[src/hdl/stau_pkg.sv]
// shared constants, types and angle table of the spherical texel address unit
package stau_pkg;

    // coordinate and result widths
    localparam int CW            = 32;
    localparam int DIM_BITS      = 12;
    localparam int ANGLE_BITS    = 16;
    localparam int SIZE_W        = 13;
    localparam int PITCH_W       = 17;
    localparam int BPT_W         = 3;
    localparam int OFFSET_W      = 28;
    localparam int CFG_W         = 17;

    // iteration counts of the two cell rows
    localparam int SQRT_STEPS    = 32;
    localparam int CORDIC_STEPS  = 30;

    // cordic vector and angle accumulator widths
    localparam int PRE_TOP       = 40;
    localparam int VW            = 45;
    localparam int AW            = 36;

    // register indexes of the configuration port
    localparam logic [1:0] REG_TEX_WIDTH  = 2'd0;
    localparam logic [1:0] REG_TEX_HEIGHT = 2'd1;
    localparam logic [1:0] REG_ROW_PITCH  = 2'd2;
    localparam logic [1:0] REG_BPT        = 2'd3;

    // normalized vector travelling beside the square root row
    typedef struct packed {
        logic                 valid;
        logic                 deg;
        logic signed [CW-1:0] nx;
        logic signed [CW-1:0] ny;
        logic signed [CW-1:0] nz;
    } side_t;

    // square root cell word
    typedef struct packed {
        logic [63:0] n;
        logic [63:0] r;
        side_t       side;
    } sqrt_t;

    // cordic cell word
    typedef struct packed {
        logic                 valid;
        logic                 deg;
        logic                 zero;
        logic signed [VW-1:0] x;
        logic signed [VW-1:0] y;
        logic signed [AW-1:0] acc;
    } cord_t;

    // arctangent of 2^-i in units of 2^-32 turn, rounded to nearest
    function automatic logic [29:0] atan_turn(input logic [4:0] i);
        logic [29:0] a;
        case (i)
            5'd0:    a = 30'h20000000;
            5'd1:    a = 30'h12E4051E;
            5'd2:    a = 30'h09FB385B;
            5'd3:    a = 30'h051111D4;
            5'd4:    a = 30'h028B0D43;
            5'd5:    a = 30'h0145D7E1;
            5'd6:    a = 30'h00A2F61E;
            5'd7:    a = 30'h00517C55;
            5'd8:    a = 30'h0028BE53;
            5'd9:    a = 30'h00145F2F;
            5'd10:   a = 30'h000A2F98;
            5'd11:   a = 30'h000517CC;
            5'd12:   a = 30'h00028BE6;
            5'd13:   a = 30'h000145F3;
            5'd14:   a = 30'h0000A2FA;
            5'd15:   a = 30'h0000517D;
            5'd16:   a = 30'h000028BE;
            5'd17:   a = 30'h0000145F;
            5'd18:   a = 30'h00000A30;
            5'd19:   a = 30'h00000518;
            5'd20:   a = 30'h0000028C;
            5'd21:   a = 30'h00000146;
            5'd22:   a = 30'h000000A3;
            5'd23:   a = 30'h00000051;
            5'd24:   a = 30'h00000029;
            5'd25:   a = 30'h00000014;
            5'd26:   a = 30'h0000000A;
            5'd27:   a = 30'h00000005;
            5'd28:   a = 30'h00000003;
            5'd29:   a = 30'h00000001;
            default: a = 30'h0;
        endcase
        return a;
    endfunction

endpackage

[src/hdl/stau_sqrt_cell.sv]
// one cell of the square root row: settles one root bit
module stau_sqrt_cell (
    input  logic            aclk,
    input  logic            aresetn,
    input  logic            en,
    input  logic [4:0]      idx,
    input  stau_pkg::sqrt_t din,
    output stau_pkg::sqrt_t dout
);
    import stau_pkg::*;

    logic [63:0] b;
    logic [63:0] t;
    sqrt_t       cell_next;
    sqrt_t       cell_reg;

    // restoring step on the remainder and partial root
    always_comb begin
        b         = 64'd1 << (7'd62 - {1'b0, idx, 1'b0});
        t         = din.r + b;
        cell_next = din;
        if (din.n >= t) begin
            cell_next.n = din.n - t;
            cell_next.r = (din.r >> 1) + b;
        end else begin
            cell_next.r = din.r >> 1;
        end
    end

    always_ff @(posedge aclk) begin
        if (!aresetn) begin
            cell_reg.side.valid <= 1'b0;
        end else if (en) begin
            cell_reg <= cell_next;
        end
    end

    assign dout = cell_reg;

endmodule

[config.mk]
export PLATFORM = sky130hd
export DESIGN_NAME = stau_sqrt_cell
export DESIGN_NICKNAME = d
export VERILOG_FILES = /design/src/hdl/stau_pkg.sv /design/src/hdl/stau_sqrt_cell.sv
export SDC_FILE = /design/constraint.sdc
export NUM_CORES = 1
export LEC_CHECK = 0
export ABC_CLOCK_PERIOD_IN_PS = 6270
export BUFFER_PORTS_ARGS = -buffer_cell sky130_fd_sc_hd__buf_2
export CORE_MARGIN = 10
export CORE_UTILIZATION = 30
export CTS_CLUSTER_DIAMETER = 100
export CTS_CLUSTER_SIZE = 8
export DETAILED_ROUTE_END_ITERATION = 12
export PLACE_DENSITY = 0.59
export SYNTH_ARGS = -nofsm -noshare
export SYNTH_HDL_FRONTEND = slang
export SYNTH_SLANG_ARGS = --single-unit
[constraint.sdc]
create_clock -name aclk -period 6.27 [get_ports aclk]
set_clock_uncertainty 0.2 [all_clocks]
set_input_delay 0.627 -clock aclk [delete_from_list [all_inputs] [get_ports aclk]]
set_output_delay 0.627 -clock aclk [all_outputs]
set_load 0.05 [all_outputs]
Word level (Yosys, flattened, before mapping) --
Cells that the tools add are included.
Storage, ports and cells: bits of input ports 234, word-level logic and storage cells 17, register bits after elaboration 226, output and inout bits 226
Cells by class: reduce and logical (&&, ||, !) cells 1, magnitude comparators 1, muxes and demuxes 2, shift operators 1, $add $sub $neg 4
Operator list (number):
- adder 63 x 64 -> 64 bit | 1
- adder 64 bit | 1
- greater-or-equal comparator 64 bit | 1
- 2-to-1 mux 64 bit | 1
- << shifter 1 x 7 -> 64 bit, first input constant | 1
- subtractor 64 bit | 1
- 2-to-1 mux 63 bit | 1
- subtractor 6 x 6 -> 7 bit, first input constant | 1
- AND reduction 2 bit | 1

Longest topological paths before layout --
depth in word-level cells 5, gate-level depth with buffers 29, depth with buffers taken out 25

Least setup slack after synthesis --
OpenSTA, ideal clock, no wires.
kind in2reg, start point input port idx[1], end point register cell_reg, in the netlist dout[114], data pin, path buffers 3, data required time 5.801 ns, data arrival time 6.137 ns, setup slack -0.336 ns, cell stages on the path 27, cells stage by stage nand2_1 clkbuf_1 nor2_1 ha_1 nand2_1 or4_1 or3b_4 a2111oi_4 o211a_1 o21ai_2 nor2_2 nor2_1 o21bai_1 xnor2_1 ha_1 a21o_1 a21o_1 a21o_1 a21oi_1 o21bai_1 a21oi_1 o21ai_0 a21boi_1 clkbuf_1 buf_1 nor3_1 xor2_1
RTL lines:
- from (decl) | line stau_sqrt_cell.sv:6 | input logic [4:0] idx,
- to (signal assigned) | line stau_sqrt_cell.sv:34 | cell_reg <= cell_next;
- to (decl) | line stau_sqrt_cell.sv:15 | sqrt_t cell_reg;

==> flow_summary.yaml <==
layout:
  final_area_um2: 24740
  stdcell_count: 3368
  largest_reg_flops: 226
  nets: 2949
  syn_to_final_growth_pct: 41.85
  mostFrequentLayoutCell: "buf_2"
  final_cell_mix: "buf_2, buf_4, edfxtp_1"
  layout-drive-gt1-share: 0.3791
drt:
  drc: 0
  drt_iter0_markers: 1185
  wl_mm: 72.91
  vias: 17423
  wl_per_cell_um: 21.65
  firstDrtPassIters: 5
  drt.antenna.violating_nets: 0
  viasPerCell: 5.173
critical_path:
  crit_required_ps: 6340
  critPathArrivalTime_ps: 6220
  start_kind: "primary input"
  cp_slowest_cell: "or4_4"
  cpMostUsedCell: "nand2_1"
  critPathKind: "primary input to flip-flop"
  end_kind: "flip-flop"
  cp_max_fo: 12
  slowest_delay_ps: 590
synth:
  synth-xor-area-share: 0.08787
  synth_top_family_by_area: "compound AO/OA/AOI/OAI gates"
  netlist.top_cell.by_area: "edfxtp_1"
  syn_area_per_cell_um2: 9.718
  ys_ff_latch: 226
  yosys.area_share.adder: 0.09440
  synth_warnings: 0
  synth_cells: 1795
  yosysTopAreaCellShare: 0.3873
  yosysUniqueCellTypes: 90
  ys.flop_type: "edfxtp_1"
  synth.cell_area_um2: 17440
  synthTopCellsByArea: "edfxtp_1, ha_1, xor2_1, mux2_1, xnor2_1"
  synth-seq-area-share: 0.3885
  synthMuxAreaShare: 0.04684
  async_flop_share: 0
  syn_nets: 2156
  synth-compound-area-share: 0.2075
  synthSimpleGateAreaFrac: 0.1468
  synth_edf_count: 225
clock_network:
  clock-root-buffer: "clkbuf_16"
  numCtsBuffers: 34
  holdBufCountCts: 0
  clock_latency_ps: 520
  cts_sinks: 226
  clkTransAtPathRegs_ps: 50
  clockBufferDepth: 3
  cts_tree: "done"
  h-tree-depth: 2
die:
  rows: 88
  coreArea_um2: 57590
  fp.dieArea_um2: 68190
  start_util: 0.3029
  die_w_um: 261.1
  io_pins: 460
  fp.dieH_um: 261.1
timing:
  finalCritPeriodShare: 0.9807
  whs_ps: 61.60
  relSlewSlack: 0.3853
  finalSetupTns_ps: 0
  fmax_mhz: 162.6
  hold_viol_final: 0
  layout_min_cycle_time_ps: 6149
  slew_violations: 0
  setup_viol: 0
  worst_pin_slew_ps: 922.0
  rsz0062_at_grt: "yes"
run_status:
  status: "finished, final reports clean"
placement:
  post-place-cells: 3295
  routabilityCongestion: 0.9407
  io_buffers: 459
  dp_hpwl_mm: 59.86
  post_dp_cell_area_um2: 23150
power_and_ir_drop:
  leakage_nw: 10.64
  ir_drop_v: 0.0002228
  cellPowerDensity_nw_per_um2: 227.0
  p_comb_frac: 0.368
  seqPwrFrac: 0.333
  p_int_mw: 3.613
  p_sw_frac: 0.3567
  p_sw_mw: 2.003
  pwr-share-clk: 0.300
job:
  maxCapViolCount: 0
worst_hold_path:
  hold_path_class: "primary input to flip-flop"
global_routing:
  antenna_found_initial: 9
  grt_remaining_overflow: 0
  grt_start_max_net_pins: 133
  grt_use_total: 0.1990
  grt_pass1_vias: 17561
  grt_pass1_wl_mm: 104.9
[synth_stat cells (6+ instances only)]
cell       number
o21bai_1       46
nor4_1         12
o2111ai_1       6
nor3_1         46
o31ai_1        12
and3_1         28
xor2_1        103
nand3_1        40
o21ai_0       122
o21a_1         17
edfxtp_1      225
a41oi_1         8
o211ai_1        6
a21oi_1       123
a211oi_1        9
mux2_1         68
a31oi_1        56
and2_1         14
ha_1          126
or2_2           8
nor2b_1        22
a21o_1         53
nand4_1        34
buf_6           6
or3_1          11
buf_2           9
inv_1          45
nand2b_1        8
nor2_1        119
xnor2_1        72
clkbuf_1       48
o21ai_1        17
a31o_2         18
nor3b_1        10
nand2_1       147
[through the flow]
stage | power (mW) | utilization | setup WS (ps)
global route | 5.880 | 0.4297 | -51.62
detailed placement | 3.844 | 0.4020 | -762.3
global placement | 3.831 | 0.4020 | -730.2
CTS | 5.574 | 0.4196 | 6.408
finish | 5.616 | 0.4297 | 121.0
floorplan | 3.083 | - | -55.23
[power by group through the flow]
stage	logic (mW)	registers, mW	clock network [mW]
2_1_floorplan	0.760	2.32	0
3_3_place_gp	1.93	1.90	0
3_5_place_dp	1.95	1.90	0
4_1_cts	1.97	1.87	1.74
5_1_grt	2.20	1.88	1.80
6_report	2.07	1.87	1.68
[layer usage]
| metal | vias to the layer above | GRT usage | wire length, um |
|---|---|---|---|
| met5 | - | 0 | 27 |
| met4 | 4 | 0.06133 | 2353 |
| met3 | 126 | 0.03513 | 4474 |
| met2 | 599 | 0.3401 | 34620 |
| met1 | 8282 | 0.2516 | 31430 |
| li1 | 8412 | - | - |
[repair_timing]
action | CTS | global route
resized for setup | 7 | 84
cloned | 0 | 6
setup buffers | 4 | 12
setup endpoints to repair | 125 | 128
pin swaps | 6 | 31
[logic make-up after synthesis]
| group | after synthesis |
|---|---|
| AO/OA/AOI/OAI | 553 |
| XOR/XNOR | 175 |
| adder cells (fa/ha/maj) | 132 |
| buffers and inverters | 113 |
| flip-flops | 226 |
| multiplexers | 73 |
| AND/OR/NAND/NOR | 523 |
[layout make-up]
class,count,area [um^2]
multi-input combinational,1456,10600
fill,5680,32840
tap,765,957.2
antenna,5,12.51
inverter,45,168.9
clock inverter,4,42.54
sequential,226,6777
clock buffer,42,902.1
timing repair buffer,825,5280
[worst max-delay path, delay by kind of cell]
kind            cells  cell delay, ps
xor+xnor            1             170
buf+inv             6             880
simple gates       13            2630
mux                 1             330
fa+ha+maj           2             480
compound gates      6            1050
[path summary, 6_finish.rpt]
path	start	to	slack, ps	cells past startpoint
worst max-delay path	idx[2]	dout[203]	120	29
worst max register to register	dout[97]	dout[97]	5480	2
worst min register to register	dout[97]	dout[97]	320	2
worst min-delay path	din[89]	dout[89]	60	1
Note: power is estimated with default switching activity, not from simulation.
