**src/hdl/stau_pkg.sv**
```systemverilog
// shared constants, types and angle table of the spherical texel address unit
package stau_pkg;

    // coordinate and result widths
    localparam int CW            = 32;
    localparam int DIM_BITS      = 12;
    localparam int ANGLE_BITS    = 16;
    localparam int SIZE_W        = 13;
    localparam int PITCH_W       = 17;
    localparam int BPT_W         = 3;
    localparam int OFFSET_W      = 28;
    localparam int CFG_W         = 17;

    // iteration counts of the two cell rows
    localparam int SQRT_STEPS    = 32;
    localparam int CORDIC_STEPS  = 30;

    // cordic vector and angle accumulator widths
    localparam int PRE_TOP       = 40;
    localparam int VW            = 45;
    localparam int AW            = 36;

    // register indexes of the configuration port
    localparam logic [1:0] REG_TEX_WIDTH  = 2'd0;
    localparam logic [1:0] REG_TEX_HEIGHT = 2'd1;
    localparam logic [1:0] REG_ROW_PITCH  = 2'd2;
    localparam logic [1:0] REG_BPT        = 2'd3;

    // normalized vector travelling beside the square root row
    typedef struct packed {
        logic                 valid;
        logic                 deg;
        logic signed [CW-1:0] nx;
        logic signed [CW-1:0] ny;
        logic signed [CW-1:0] nz;
    } side_t;

    // square root cell word
    typedef struct packed {
        logic [63:0] n;
        logic [63:0] r;
        side_t       side;
    } sqrt_t;

    // cordic cell word
    typedef struct packed {
        logic                 valid;
        logic                 deg;
        logic                 zero;
        logic signed [VW-1:0] x;
        logic signed [VW-1:0] y;
        logic signed [AW-1:0] acc;
    } cord_t;

    // arctangent of 2^-i in units of 2^-32 turn, rounded to nearest
    function automatic logic [29:0] atan_turn(input logic [4:0] i);
        logic [29:0] a;
        case (i)
            5'd0:    a = 30'h20000000;
            5'd1:    a = 30'h12E4051E;
            5'd2:    a = 30'h09FB385B;
            5'd3:    a = 30'h051111D4;
            5'd4:    a = 30'h028B0D43;
            5'd5:    a = 30'h0145D7E1;
            5'd6:    a = 30'h00A2F61E;
            5'd7:    a = 30'h00517C55;
            5'd8:    a = 30'h0028BE53;
            5'd9:    a = 30'h00145F2F;
            5'd10:   a = 30'h000A2F98;
            5'd11:   a = 30'h000517CC;
            5'd12:   a = 30'h00028BE6;
            5'd13:   a = 30'h000145F3;
            5'd14:   a = 30'h0000A2FA;
            5'd15:   a = 30'h0000517D;
            5'd16:   a = 30'h000028BE;
            5'd17:   a = 30'h0000145F;
            5'd18:   a = 30'h00000A30;
            5'd19:   a = 30'h00000518;
            5'd20:   a = 30'h0000028C;
            5'd21:   a = 30'h00000146;
            5'd22:   a = 30'h000000A3;
            5'd23:   a = 30'h00000051;
            5'd24:   a = 30'h00000029;
            5'd25:   a = 30'h00000014;
            5'd26:   a = 30'h0000000A;
            5'd27:   a = 30'h00000005;
            5'd28:   a = 30'h00000003;
            5'd29:   a = 30'h00000001;
            default: a = 30'h0;
        endcase
        return a;
    endfunction

endpackage

```
**src/hdl/stau_cordic_cell.sv**
```systemverilog
// one cordic vectoring cell: rotates toward the x axis by one table angle
module stau_cordic_cell (
    input  logic            aclk,
    input  logic            aresetn,
    input  logic            en,
    input  logic [4:0]      idx,
    input  stau_pkg::cord_t din,
    output stau_pkg::cord_t dout
);
    import stau_pkg::*;

    logic signed [VW-1:0] xs, ys;
    logic signed [AW-1:0] at;
    cord_t                cell_next;
    cord_t                cell_reg;

    // rotate by plus or minus atan(2^-idx)
    always_comb begin
        xs        = din.x >>> idx;
        ys        = din.y >>> idx;
        at        = AW'(atan_turn(idx));
        cell_next = din;
        if (!din.y[VW-1] && (din.y != '0)) begin
            cell_next.x   = din.x + ys;
            cell_next.y   = din.y - xs;
            cell_next.acc = din.acc + at;
        end else begin
            cell_next.x   = din.x - ys;
            cell_next.y   = din.y + xs;
            cell_next.acc = din.acc - at;
        end
    end

    always_ff @(posedge aclk) begin
        if (!aresetn) begin
            cell_reg.valid <= 1'b0;
        end else if (en) begin
            cell_reg <= cell_next;
        end
    end

    assign dout = cell_reg;

endmodule

```
**config.mk**
```make
export PLATFORM = sky130hd
export DESIGN_NAME = stau_cordic_cell
export DESIGN_NICKNAME = d
export VERILOG_FILES = /design/src/hdl/stau_pkg.sv /design/src/hdl/stau_cordic_cell.sv
export SDC_FILE = /design/constraint.sdc
export NUM_CORES = 1
export LEC_CHECK = 0
export BUFFER_PORTS_ARGS = -buffer_cell sky130_fd_sc_hd__buf_2
export CAP_MARGIN = 20
export CORE_MARGIN = 1.5
export CORE_UTILIZATION = 47
export DETAILED_ROUTE_END_ITERATION = 8
export GPL_TIMING_DRIVEN = 0
export PLACE_DENSITY = 0.75
export SYNTH_ARGS = -nofsm -noshare
export SYNTH_HDL_FRONTEND = slang
export SYNTH_SLANG_ARGS = --single-unit
```
**constraint.sdc**
```tcl
create_clock -name aclk -period 16.6 [get_ports aclk]
set_input_delay 4.98 -clock aclk [delete_from_list [all_inputs] [get_ports aclk]]
set_output_delay 4.98 -clock aclk [all_outputs]
set_load 0.05 [all_outputs]
```
# == Yosys cells after proc, flatten, opt, wreduce, memory -nomap -nowiden ==
# Memories as Yosys holds them, arrays and structs flattened.
# Cells that the tools add are included.
# op_classes
n_reduce_logical,4
add_sub_neg,6
mux,1
shift,2
# op_table
operator,count
126-bit 2-to-1 mux,1
45-bit adder,2
45-bit by 5-bit >>> shifter with 45-bit output,2
45-bit subtractor,2
45-bit nonzero test,1
36-bit by 31-bit adder with 36-bit output,1
36-bit by 31-bit subtractor with 36-bit output,1
2-bit AND reduction,1
1-bit logical AND,1
1-bit zero test,1
# word_totals
rom_bits,960
word_cells,20
memories,1
reg_bits,129
input_bits,137
out_inout_bits,129
# memory_table
name,depth,width,rd,rd_clocked_by_memory_dff,write_ports,line_no,text
(name not given),32,30,1,0,0,stau_pkg.sv:58,case (i)

# == Longest topological paths before layout ==
# logic_depth
word_depth,3
depth_mapped,32
mapped_depth_nobuf,25

# == Worst setup path before layout ==
# No wires, ideal clock.
# synth_path
path_type,input to register
startpoint,in idx[1]
endpoint,"reg cell_reg, in the netlist dout[34], data pin"
setup_time_ns,0.258
path_stages,27
arrival_ns,11.456
n_path_buf,6
setup_slack_ns,4.886
required_time_ns,16.342
cell_sequence,buf_2 -> inv_2 -> buf_1 -> clkbuf_1 -> buf_1 -> clkbuf_1 -> ha_1 -> clkbuf_1 -> nor3_1 -> o41ai_1 -> nand2_1 -> nor2_1 -> nand3_1 -> nor4_1 -> nor2_1 -> xor2_1 -> ha_1 -> nand2_1 -> or3_1 -> or4_1 -> o21ai_0 -> a211oi_1 -> a31oi_1 -> nor3_1 -> o21bai_1 -> a21oi_1 -> xnor2_1
# synth_lines
element,line_no,text
"start, declared",stau_cordic_cell.sv:6,"input logic [4:0] idx,"
"end signal, assigned",stau_cordic_cell.sv:38,cell_reg <= cell_next;
"end, declared",stau_cordic_cell.sv:15,cord_t cell_reg;

==> metrics.yaml <==
global_routing:
  grt_pass1_vias: 23300
  grt_pass1_wl_um: 165000
  grt_antenna_before_repair: 7
  track_usage_pct: 49.1
  grt_overflow: 0
  grt_max_degree: 75
clock_tree:
  clock_latency_ps: 510
  clkSinkCount: 129
  cts_tree: "built"
  htreeDepth: 4
  clk_path_buf_depth: 2
  cts_root_buffer: "clkbuf_16"
  ctsResizeCount: 0
  path_clk_slew_ps: 70
  cts_buffers: 17
  holdBufCountCts: 0
  post_cts_buffers: 0
routing:
  num_vias: 24700
  top_layer_used: "met5"
  drt_pass1_iterations: 9
  routed_wirelength_um: 118000
  wl_met1_um: 44500
  drc: 2
  wl_met2_um: 48500
  drtIter0Drc: 3859
  dr_wl_met3_um: 16500
  viasPerCell: 7.30
  wl_per_cell_um: 34.8
  antenna_left: 0
yosys:
  synthTopCellsByArea: "edfxtp_1 18%, mux4_2 14%, ha_1 8.5%"
  yosysTopAreaCellShare_pct: 17.9
  synth_edf_count: 128
  synth_nets: 2755
  yosysSeqAreaShare_pct: 18.0
  yosysMostFrequentCell: "nand2_1"
  syn_inst: 2469
  ys_types: 83
  synth_seq_cells: 129
  synth.avg_cell_area_um2: 8.70
  synth_ff_type: "edfxtp_1"
  async_reset_ff_share_pct: 0
  yosys-top-cells-count: "218 x nand2_1, 208 x a21oi_1, 202 x nor2_1"
  ys_warn_count: 0
  synth_top_cell_by_area: "edfxtp_1"
  netlist_area_um2: 21500
die:
  dieHeight_um: 217
  initial_core_util_pct: 47.5
  die_w_um: 217
  placementRows: 78
  dieArea_um2: 47000
  num_io_pins: 266
  core_region_area_um2: 45300
setup_path:
  crit_slowest_cell: "clkbuf_1"
  cpMostUsedCell: "buf_2"
  cpLargestDelayFamily: "buffers and inverters"
  critPathMaxFanout: 10
  cp_slowest_stage_delay_ps: 870
  worst-path-buf-inv: 12
  critPathArrivalTime_ps: 16210
  crit_path_start_kind: "input port"
  end_kind: "flip-flop"
  crit_type: "in2reg"
  crit_required_ps: 16850
timing:
  rsz0062_at_grt: "false"
  setup_ws_ps: 643
  min_period_over_period_pct: 96.1
  clock_skew_ps: 0
  period_needed_ps: 15960
  worst_slew_pin_slew_ps: 1320
  finalMaxSlewViolations: 0
  setup_viol: 0
  fmax_mhz: 62.7
  hold_viol: 0
  slew_headroom_pct: 12.2
  fin_setup_tns_ps: 0
outcome:
  run_status: "finished with violations"
  violations: "DRC"
pwr:
  p_leak_nw: 9.76
  max-vdd-ir-drop_mv: 0.0832
  power.density_nw_per_um2: 94.1
finish:
  nFillCells: 4142
  multiInputGateArea_um2: 16800
  drive_gt1_share_pct: 21.1
  seqCellArea_um2: 3860
  area_growth_pct: 13.4
  fin_cells: 3388
  largest_reg_flops: 129
  fin_nets: 3054
placement:
  place_ws_ps: 761
  gp_congestion: 1.08
  port-buffer-count: 265
  dp_cells: 3346
  hpwl_um: 92100
hold_path:
  hold_path.class: "reg2reg"
run:
  drv_cap: 0
[cell families (layout without fill, tap and decap cells)]
group | after synthesis | count (layout) | share of synthesized area, %
compound gates | 704 | 704 | 21.1
xor+xnor | 219 | 219 | 8.93
fa+ha+maj | 149 | 149 | 8.78
buf+inv | 205 | 517 | 3.92
flops | 129 | 129 | 18.0
mux | 307 | 307 | 22.4
other cells | 0 | 7 | 0
simple gates | 756 | 756 | 16.9
[power by group]
group	internal [W]	total [W]	leakage (nW)	switching [W]
clock	0.000250	0.000427	0.294	0.000177
sequential	0.000454	0.000467	1.21	0.0000134
combinational	0.000456	0.00140	8.26	0.000944
total	0.00116	0.00229	9.76	0.00113
[through the flow]
| step | hold slack (ps) | cell area, µm² | total power [W] | util [%] |
|---|---|---|---|---|
| floorplan | 743 | 21500 | 0.00141 | - |
| global placement | 497 | 23600 | 0.00177 | 52.0 |
| detailed placement | 540 | 23700 | 0.00181 | 52.4 |
| CTS | 551 | 24300 | 0.00223 | 53.7 |
| global route | 586 | 24400 | 0.00236 | 53.8 |
| finish | 554 | 24400 | 0.00229 | 53.8 |
[cell usage in the layout (no fill, tap or decap), types with 23 or more instances in the layout]
cell type,n
buf_2,303
nand2_1,218
a21oi_1,208
nor2_1,201
ha_1,146
xnor2_1,140
o21ai_0,137
mux4_2,133
edfxtp_1,128
mux2i_1,107
clkbuf_1,93
xor2_1,79
mux2_2,67
a21o_1,64
nor3_1,57
nand3_1,55
inv_1,46
nand2b_1,35
a31oi_1,35
nor4_1,29
nor2b_1,27
o211ai_1,27
nand4_1,26
o21bai_1,25
o21a_1,24
buf_1,23
[final timing paths]
check                           slack (ps)      start  cells after the start   endpoint
worst max-delay path                   640     idx[4]                     30   dout[79]
worst min-delay path                   550  dout[128]                      2  dout[128]
worst max register to register       15980  dout[128]                      2  dout[128]
worst min register to register         550  dout[128]                      2  dout[128]
[final cells by class]
| class | count | area share (%) |
|---|---|---|
| tap | 600 | 3.08 |
| sequential | 129 | 15.8 |
| clock buffer | 18 | 1.76 |
| clock inverter | 14 | 0.770 |
| multi-input combinational | 2135 | 68.9 |
| antenna | 7 | 0.0719 |
| timing repair buffer | 280 | 6.09 |
| buffer | 156 | 2.70 |
| inverter | 49 | 0.755 |
[metal layers]
metal	vias to the layer above	track usage, %
met5	-	0
met4	4	29.5
met3	501	16.5
met2	2226	71.3
met1	11900	63.2
li1	10100	-
[worst register-to-register path, delay by kind of cell (launching register included)]
kind | cells | cell delay (ps)
and+or+nand+nor | 1 | 60
muxes | 1 | 140
DFF | 1 | 320
Note: power is estimated with default switching activity, not from simulation.
