### src/hdl/stau_pkg.sv
// shared constants, types and angle table of the spherical texel address unit
package stau_pkg;

    // coordinate and result widths
    localparam int CW            = 32;
    localparam int DIM_BITS      = 12;
    localparam int ANGLE_BITS    = 16;
    localparam int SIZE_W        = 13;
    localparam int PITCH_W       = 17;
    localparam int BPT_W         = 3;
    localparam int OFFSET_W      = 28;
    localparam int CFG_W         = 17;

    // iteration counts of the two cell rows
    localparam int SQRT_STEPS    = 32;
    localparam int CORDIC_STEPS  = 30;

    // cordic vector and angle accumulator widths
    localparam int PRE_TOP       = 40;
    localparam int VW            = 45;
    localparam int AW            = 36;

    // register indexes of the configuration port
    localparam logic [1:0] REG_TEX_WIDTH  = 2'd0;
    localparam logic [1:0] REG_TEX_HEIGHT = 2'd1;
    localparam logic [1:0] REG_ROW_PITCH  = 2'd2;
    localparam logic [1:0] REG_BPT        = 2'd3;

    // normalized vector travelling beside the square root row
    typedef struct packed {
        logic                 valid;
        logic                 deg;
        logic signed [CW-1:0] nx;
        logic signed [CW-1:0] ny;
        logic signed [CW-1:0] nz;
    } side_t;

    // square root cell word
    typedef struct packed {
        logic [63:0] n;
        logic [63:0] r;
        side_t       side;
    } sqrt_t;

    // cordic cell word
    typedef struct packed {
        logic                 valid;
        logic                 deg;
        logic                 zero;
        logic signed [VW-1:0] x;
        logic signed [VW-1:0] y;
        logic signed [AW-1:0] acc;
    } cord_t;

    // arctangent of 2^-i in units of 2^-32 turn, rounded to nearest
    function automatic logic [29:0] atan_turn(input logic [4:0] i);
        logic [29:0] a;
        case (i)
            5'd0:    a = 30'h20000000;
            5'd1:    a = 30'h12E4051E;
            5'd2:    a = 30'h09FB385B;
            5'd3:    a = 30'h051111D4;
            5'd4:    a = 30'h028B0D43;
            5'd5:    a = 30'h0145D7E1;
            5'd6:    a = 30'h00A2F61E;
            5'd7:    a = 30'h00517C55;
            5'd8:    a = 30'h0028BE53;
            5'd9:    a = 30'h00145F2F;
            5'd10:   a = 30'h000A2F98;
            5'd11:   a = 30'h000517CC;
            5'd12:   a = 30'h00028BE6;
            5'd13:   a = 30'h000145F3;
            5'd14:   a = 30'h0000A2FA;
            5'd15:   a = 30'h0000517D;
            5'd16:   a = 30'h000028BE;
            5'd17:   a = 30'h0000145F;
            5'd18:   a = 30'h00000A30;
            5'd19:   a = 30'h00000518;
            5'd20:   a = 30'h0000028C;
            5'd21:   a = 30'h00000146;
            5'd22:   a = 30'h000000A3;
            5'd23:   a = 30'h00000051;
            5'd24:   a = 30'h00000029;
            5'd25:   a = 30'h00000014;
            5'd26:   a = 30'h0000000A;
            5'd27:   a = 30'h00000005;
            5'd28:   a = 30'h00000003;
            5'd29:   a = 30'h00000001;
            default: a = 30'h0;
        endcase
        return a;
    endfunction

endpackage

### src/hdl/stau_back.sv
// back end: angles to texture coordinates, clamping, byte offset and output register
module stau_back (
    input  logic                               aclk,
    input  logic                               aresetn,
    input  logic                               en,
    input  stau_pkg::cord_t                    ct,
    input  stau_pkg::cord_t                    cp,
    input  logic [stau_pkg::SIZE_W-1:0]        tex_width,
    input  logic [stau_pkg::SIZE_W-1:0]        tex_height,
    input  logic [stau_pkg::PITCH_W-1:0]       row_pitch,
    input  logic [stau_pkg::BPT_W-1:0]         bytes_per_texel,
    output logic                               out_valid,
    output logic [stau_pkg::DIM_BITS-1:0]      out_column,
    output logic [stau_pkg::DIM_BITS-1:0]      out_row,
    output logic [stau_pkg::OFFSET_W-1:0]      out_offset,
    output logic                               out_deg
);
    import stau_pkg::*;

    localparam int QW = AW + 2;
    localparam int PW = SIZE_W + ANGLE_BITS + 1;
    localparam int IW = PW - ANGLE_BITS;
    localparam int P1W = DIM_BITS + PITCH_W;
    localparam int P2W = DIM_BITS + BPT_W;
    localparam int SW = P1W + 1;
    localparam logic signed [QW-1:0] HALF_TURN = QW'(64'd1 << 31);
    localparam logic signed [QW-1:0] FULL_TURN = QW'(64'd1 << 32);
    localparam logic [SIZE_W-1:0]    DIM_MAX   = SIZE_W'((64'd1 << DIM_BITS) - 1);
    localparam logic [SW-1:0]        OFF_MAX   = SW'((64'd1 << OFFSET_W) - 1);

    logic                    v1_reg, v2_reg, v3_reg, v4_reg, vo_reg;
    logic                    deg1_reg, deg2_reg, deg3_reg, deg4_reg, dego_reg;
    logic [ANGLE_BITS:0]     ua_reg, va_reg;
    logic [PW-1:0]           pw_reg, ph_reg;
    logic [DIM_BITS-1:0]     col3_reg, row3_reg, col4_reg, row4_reg;
    logic [P1W-1:0]          p1_reg;
    logic [P2W-1:0]          p2_reg;
    logic [DIM_BITS-1:0]     colo_reg, rowo_reg;
    logic [OFFSET_W-1:0]     offo_reg;

    logic signed [AW-1:0]    th, ph;
    logic signed [QW-1:0]    uq, vq;
    logic [DIM_BITS-1:0]     col3_next, row3_next;
    logic [SW-1:0]           sum;
    logic [OFFSET_W-1:0]     off_next;

    // clamp to [0, 1] and keep the angle fraction bits
    function automatic logic [ANGLE_BITS:0] angle_frac(input logic signed [QW-1:0] q);
        logic signed [QW-1:0] c;
        if (q[QW-1]) begin
            c = '0;
        end else if (q > FULL_TURN) begin
            c = FULL_TURN;
        end else begin
            c = q;
        end
        return c[32 -: (ANGLE_BITS+1)];
    endfunction

    // scaled coordinate to index, clamped to size minus one and to DIM_MAX, zero for a zero size
    function automatic logic [DIM_BITS-1:0] clamp_index(input logic [PW-1:0] p,
                                                        input logic [SIZE_W-1:0] size);
        logic [IW-1:0]     idx;
        logic [SIZE_W-1:0] lim;
        logic [IW-1:0]     res;
        idx = p[PW-1:ANGLE_BITS];
        lim = size - 1'b1;
        if (lim > DIM_MAX) begin
            lim = DIM_MAX;
        end
        if (size == '0) begin
            res = '0;
        end else if (idx > IW'(lim)) begin
            res = IW'(lim);
        end else begin
            res = idx;
        end
        return res[DIM_BITS-1:0];
    endfunction

    // longitude and latitude fractions
    always_comb begin
        th = ct.zero ? '0 : ct.acc;
        ph = cp.zero ? '0 : cp.acc;
        uq = HALF_TURN + QW'(th);
        vq = HALF_TURN - (QW'(ph) <<< 1);
    end

    assign col3_next = clamp_index(pw_reg, tex_width);
    assign row3_next = clamp_index(ph_reg, tex_height);

    // offset sum with saturation, zero on a degenerate vector
    always_comb begin
        sum = SW'(p1_reg) + SW'(p2_reg);
        if (sum > OFF_MAX) begin
            off_next = OFF_MAX[OFFSET_W-1:0];
        end else begin
            off_next = sum[OFFSET_W-1:0];
        end
    end

    always_ff @(posedge aclk) begin
        if (!aresetn) begin
            v1_reg <= 1'b0;
            v2_reg <= 1'b0;
            v3_reg <= 1'b0;
            v4_reg <= 1'b0;
            vo_reg <= 1'b0;
        end else if (en) begin
            v1_reg <= ct.valid;
            v2_reg <= v1_reg;
            v3_reg <= v2_reg;
            v4_reg <= v3_reg;
            vo_reg <= v4_reg;
        end
    end

    always_ff @(posedge aclk) begin
        if (en) begin
            ua_reg   <= angle_frac(uq);
            va_reg   <= angle_frac(vq);
            deg1_reg <= ct.deg;
            pw_reg   <= PW'(tex_width) * PW'(ua_reg);
            ph_reg   <= PW'(tex_height) * PW'(va_reg);
            deg2_reg <= deg1_reg;
            col3_reg <= col3_next;
            row3_reg <= row3_next;
            deg3_reg <= deg2_reg;
            p1_reg   <= P1W'(row3_reg) * P1W'(row_pitch);
            p2_reg   <= P2W'(col3_reg) * P2W'(bytes_per_texel);
            col4_reg <= col3_reg;
            row4_reg <= row3_reg;
            deg4_reg <= deg3_reg;
            colo_reg <= deg4_reg ? '0 : col4_reg;
            rowo_reg <= deg4_reg ? '0 : row4_reg;
            offo_reg <= deg4_reg ? '0 : off_next;
            dego_reg <= deg4_reg;
        end
    end

    assign out_valid  = vo_reg;
    assign out_column = colo_reg;
    assign out_row    = rowo_reg;
    assign out_offset = offo_reg;
    assign out_deg    = dego_reg;

endmodule

### config.mk
export PLATFORM = sky130hd
export DESIGN_NAME = stau_back
export DESIGN_NICKNAME = d
export VERILOG_FILES = /design/src/hdl/stau_pkg.sv /design/src/hdl/stau_back.sv
export SDC_FILE = /design/constraint.sdc
export NUM_CORES = 2
export LEC_CHECK = 0
export ABC_AREA = 1
export CAP_MARGIN = 20
export CORE_UTILIZATION = 40
export DETAILED_ROUTE_END_ITERATION = 6
export DONT_BUFFER_PORTS = 1
export MAX_ROUTING_LAYER = met4
export PLACE_DENSITY = 0.61
export SKIP_LAST_GASP = 1
export SYNTH_ARGS = -nofsm -noshare
export SYNTH_HDL_FRONTEND = slang
export SYNTH_SLANG_ARGS = --single-unit
### constraint.sdc
create_clock -name aclk -period 6.23 [get_ports aclk]
set_input_delay 0 -clock aclk [delete_from_list [all_inputs] [get_ports aclk]]
set_output_delay 0 -clock aclk [all_outputs]
set_load 0.1 [all_outputs]
# --- Word-level counts from Yosys, hierarchy flattened ---
# Cells that the tools add are included.
op_classes:
  mux: 9
  n_mul: 4
  reduce_logical: 4
  order_cmp: 7
  n_addsub: 5
op_table:
  columns: ["op", "count"]
  rows:
  - ["$mux 36", 2]
  - ["$mux 33", 2]
  - ["$mul 13x17->30", 2]
  - ["$gt 38x34->1 const B", 1]
  - ["$sub 33x37->38 const A", 1]
  - ["$add 33x36->37 const A", 1]
  - ["$gt 37x34->1 const B", 1]
  - ["$add 29x15->30", 1]
  - ["$gt 30x28->1 const B", 1]
  - ["$mul 12x17->29", 1]
  - ["$gt 14x13->1", 2]
  - ["$mux 28", 1]
  - ["$gt 13x12->1 const B", 2]
  - ["$logic_not 13->1", 2]
  - ["$mux 13", 2]
  - ["$sub 13x1->13 const B", 2]
  - ["$mux 12", 2]
  - ["$mul 12x3->15", 1]
  - ["$reduce_or 2->1", 2]
totals:
  out_inout_bits: 54
  inputBits: 307
  register_bits: 248
  wordCells: 54

# --- Longest topological paths before layout ---
logic_depth:
  word_depth: 5
  ltp_mapped: 26
  depth_no_buf: 23

# --- Least setup slack after synthesis ---
# Ideal clock, no wire load.
synth_timing:
  kind: "register to register"
  from: "register row3_reg[6]"
  to: "register p1_reg[26], data pin"
  path_buffers: 2
  path_slack_ns: 1.271
  t_arrival_ns: 4.697
  setup_time_ns: 0.262
  stages_incl_launch_ff: 21
  path_cell_list: "edfxtp_1 clkbuf_1 clkbuf_1 nand2_1 fa_1 inv_1 fa_1 fa_1 fa_1 inv_1 fa_1 inv_1 ha_1 nand2_1 inv_1 nand2_1 nor3_1 nand3_1 nand3_1 a21oi_1 xor2_1"
synth_via:
  elab_chain_len: 1
synth_rtl:
  columns: ["item", "line", "source"]
  rows:
  - ["start, declared", "stau_back.sv:35", "logic [DIM_BITS-1:0] col3_reg, row3_reg, col4_reg, row4_reg;"]
  - ["start signal, assigned", "stau_back.sv:127", "row3_reg <= row3_next;"]
  - ["$mul 12x17->29", "stau_back.sv:129", "p1_reg <= P1W'(row3_reg) * P1W'(row_pitch);"]
  - ["end signal, assigned", "stau_back.sv:129", null]
  - ["end, declared", "stau_back.sv:36", "logic [P1W-1:0] p1_reg;"]
# No other way between the ends.
# A chain may end at the register's enable or synchronous reset.

# --- Worst setup path after layout ---
layout_timing:
  from: "register row3_reg[4]"
  to: "register p1_reg[21], data pin"
# The elaborated chain is that of the path after synthesis.

==> impl_metrics.ini <==
[status]
outcome = finished, violations left
violations = negative hold slack

[layout]
largest_reg_flops = 29
drive_above_1_share = 0.0303
nets = 5432
syn_to_final_growth_pct = 9.49

[worst_setup_path]
critPathLaunchType = register
worstSetupEndpointType = register
reg2reg_slack_ns = 0.77
reg2reg_from = row3_reg[4]$_SDFFCE_PN0P_
worstSetupPathType = reg -> reg
critPathRequiredTime_ns = 6.54
worstSetupEndpoint = p1_reg[21]$_DFFE_PP_
r2r-end = p1_reg[21]$_DFFE_PP_
crit_arrival_ns = 5.77
startpoint = row3_reg[4]$_SDFFCE_PN0P_
worst-path-max-fanout = 16
worstRegToRegCells = 17

[yosys]
ys.flop_type = edfxtp_1
async_flop_share = 0
synthAdderAreaFrac = 0.389
netlist_instances = 4345
yosys-top-cells-area = fa_1 29%, edfxtp_1 19%, inv_1 13%, nand2_1 12%, ha_1 9.9%
yosys.area_share.simple = 0.208
yosys.cell_count.top_type = inv_1
synth_commonest_cells = 1130 x inv_1, 1118 x nand2_1, 490 x fa_1
syn_avg_cell_area_sq_um = 7.80
synth_top_family_by_area = adder cells
synth_edf_count = 211
yosys.area.top_type = fa_1
ys_seq_elements = 216
ys_seq_area_frac = 0.190
synthMuxAreaShare = 0
synth-xor-area-share = 0.0263
synth-compound-area-share = 0.0431
syn_area_sq_um = 33900
ys_types = 45
ys_warn_count = 0
synth_top_area_share = 0.289

[detailed_routing]
dr.pass1.iters = 7
vias = 26200
detail-route-antenna-nets = 0
drt-total-wl_um = 80300
drtIter0Drc = 1239
via_per_inst = 4.75
routedWlPerCell_um = 14.5
drc_errors = 0

[cts]
cts_max_level = 1
cts_buffer_depth = 3
cts_made_buffers = 29
cts_tree = yes
ctsResizeCount = 0
clock-sinks = 216
root_buffer = clkbuf_16
clk_latency_ns = 0.59
clk_pin_slew_worst_paths_ns = 0.06

[die]
fp.dieArea_sq_um = 85900
fp.coreArea_sq_um = 83800
start_util = 0.405
io-pin-count = 361
rows = 106
die_height_um = 293
die_w_um = 293

[place]
portBuffers = 0
dp_hpwl_um = 63100
gp_congestion = 0.897

[timing]
min_period_ns = 5.46
hold_ws_ns = -0.0476
finalSetupViolations = 0
setup_tns_ns = 0
finalMaxSlewViolations = 0
hold_violations = 3
max-slew-margin-rel = 0.155
worst_pin_slew_ns = 1.27
rsz0062_at_grt = false
fin_crit_sh = 0.876
clock.fmax_mhz = 183
clock_skew_ns = 0.0176

[hold_path]
min_path_type = in -> reg

[job]
max_cap_viol_count = 0

[global_routing]
grt_pass1_vias = 27100
grt_use_total = 0.199
grt-ovfl-total = 0
grt_pass1_wl_um = 135000
antenna_found_initial = 1
grt_max_degree = 218
## routing by layer
| metal | vias to the layer above | routed length [um] | track usage |
|---|---|---|---|
| li1 | 12900 | - | - |
| met1 | 12700 | 34100 | 0.240 |
| met2 | 560 | 41000 | 0.357 |
| met3 | 104 | 3550 | 0.0200 |
| met4 | 0 | 1710 | 0.0446 |
| met5 | - | 0 | - |
## area by class of cell
| class | instances | area (sq um) |
|---|---|---|
| Clock inverter | 24 | 288 |
| Timing Repair Buffer | 145 | 1420 |
| Antenna cell | 1 | 2.50 |
| Clock buffer | 30 | 729 |
| Sequential cell | 216 | 6440 |
| Inverter | 1132 | 4250 |
| Fill cell | 8486 | 46700 |
| Multi-Input combinational cell | 2842 | 22600 |
| Tap cell | 1134 | 1420 |
## critical path, stage by stage (launching register included)
cell	delay [ns]
edfxtp_1	0.79
nand2_1	0.17
fa_1	0.53
fa_1	0.51
inv_1	0.04
ha_1	0.30
fa_1	0.49
inv_1	0.05
fa_1	0.48
inv_1	0.05
ha_1	0.34
a21oi_1	0.19
a21boi_0	0.39
o21ai_0	0.23
a21oi_1	0.31
o21ai_0	0.13
nand2_1	0.07
nand2_1	0.09
## cell families after synthesis
logic type / count (synthesis)
simple gates: 1716
buf+inv: 1288
fa+ha+maj: 759
compound gates: 264
flops: 216
xor+xnor: 101
other cells: 1
## worst min-delay path by stage
stage                      start                           end  slack [ns]  depth (start not counted)
floorplan                ct[127]            deg1_reg$_DFFE_PP_         0.1                          0
global route        row_pitch[2]           p1_reg[2]$_DFFE_PP_        0.02                          4
finish                        en  out_offset[13]$_SDFFCE_PP0P_       -0.05                          1
CTS                 row_pitch[2]           p1_reg[2]$_DFFE_PP_      0.0001                          4
detailed placement       ct[127]            deg1_reg$_DFFE_PP_         0.1                          0
global placement         ct[127]            deg1_reg$_DFFE_PP_        0.10                          0
## repair_timing
item / 4_1_cts / 5_1_grt
hold buffers: 126 / 0
setup buffers: 0 / 0
hold endpoints to repair: 287 / 0
## per-stage QoR
stage / instances / worst slack (ns) / hold WS, ns / utilization / cell area [sq um]
floorplan: 4346 / 1.27 / 0.0989 / - / 33900
finish: 5524 / 0.771 / -0.0476 / 0.443 / 37100
CTS: 5523 / 0.772 / 0.000141 / 0.443 / 37100
detailed placement: 5343 / 0.798 / 0.0999 / 0.416 / 34800
global placement: 5343 / 0.814 / 0.100 / 0.416 / 34800
global route: 5524 / 0.388 / 0.0166 / 0.443 / 37100
## cell usage in the layout, fill, tap and decap left out, types with 6 or more instances in the layout
| cell | n |
|---|---|
| a21o_1 | 10 |
| fa_1 | 490 |
| nand4_1 | 48 |
| xor2_1 | 69 |
| nor3_1 | 28 |
| a21oi_1 | 125 |
| nor2_1 | 349 |
| ha_1 | 269 |
| o21ai_0 | 78 |
| nor2_2 | 8 |
| nor4_1 | 12 |
| nand2_4 | 7 |
| edfxtp_1 | 211 |
| nand2_1 | 1118 |
| buf_4 | 19 |
| inv_1 | 1130 |
| nand3_1 | 87 |
| nand2_2 | 27 |
| o21bai_1 | 14 |
| nand3b_1 | 10 |
| xnor2_1 | 31 |
| clkinvlp_4 | 6 |
| nor2_4 | 14 |
| dlygate4sd3_1 | 125 |
| a31oi_1 | 13 |
| clkbuf_16 | 29 |
Power is left out: the tool's default activity adds up to more than one toggle a clock period on the data nets, which glitch-free logic cannot reach.
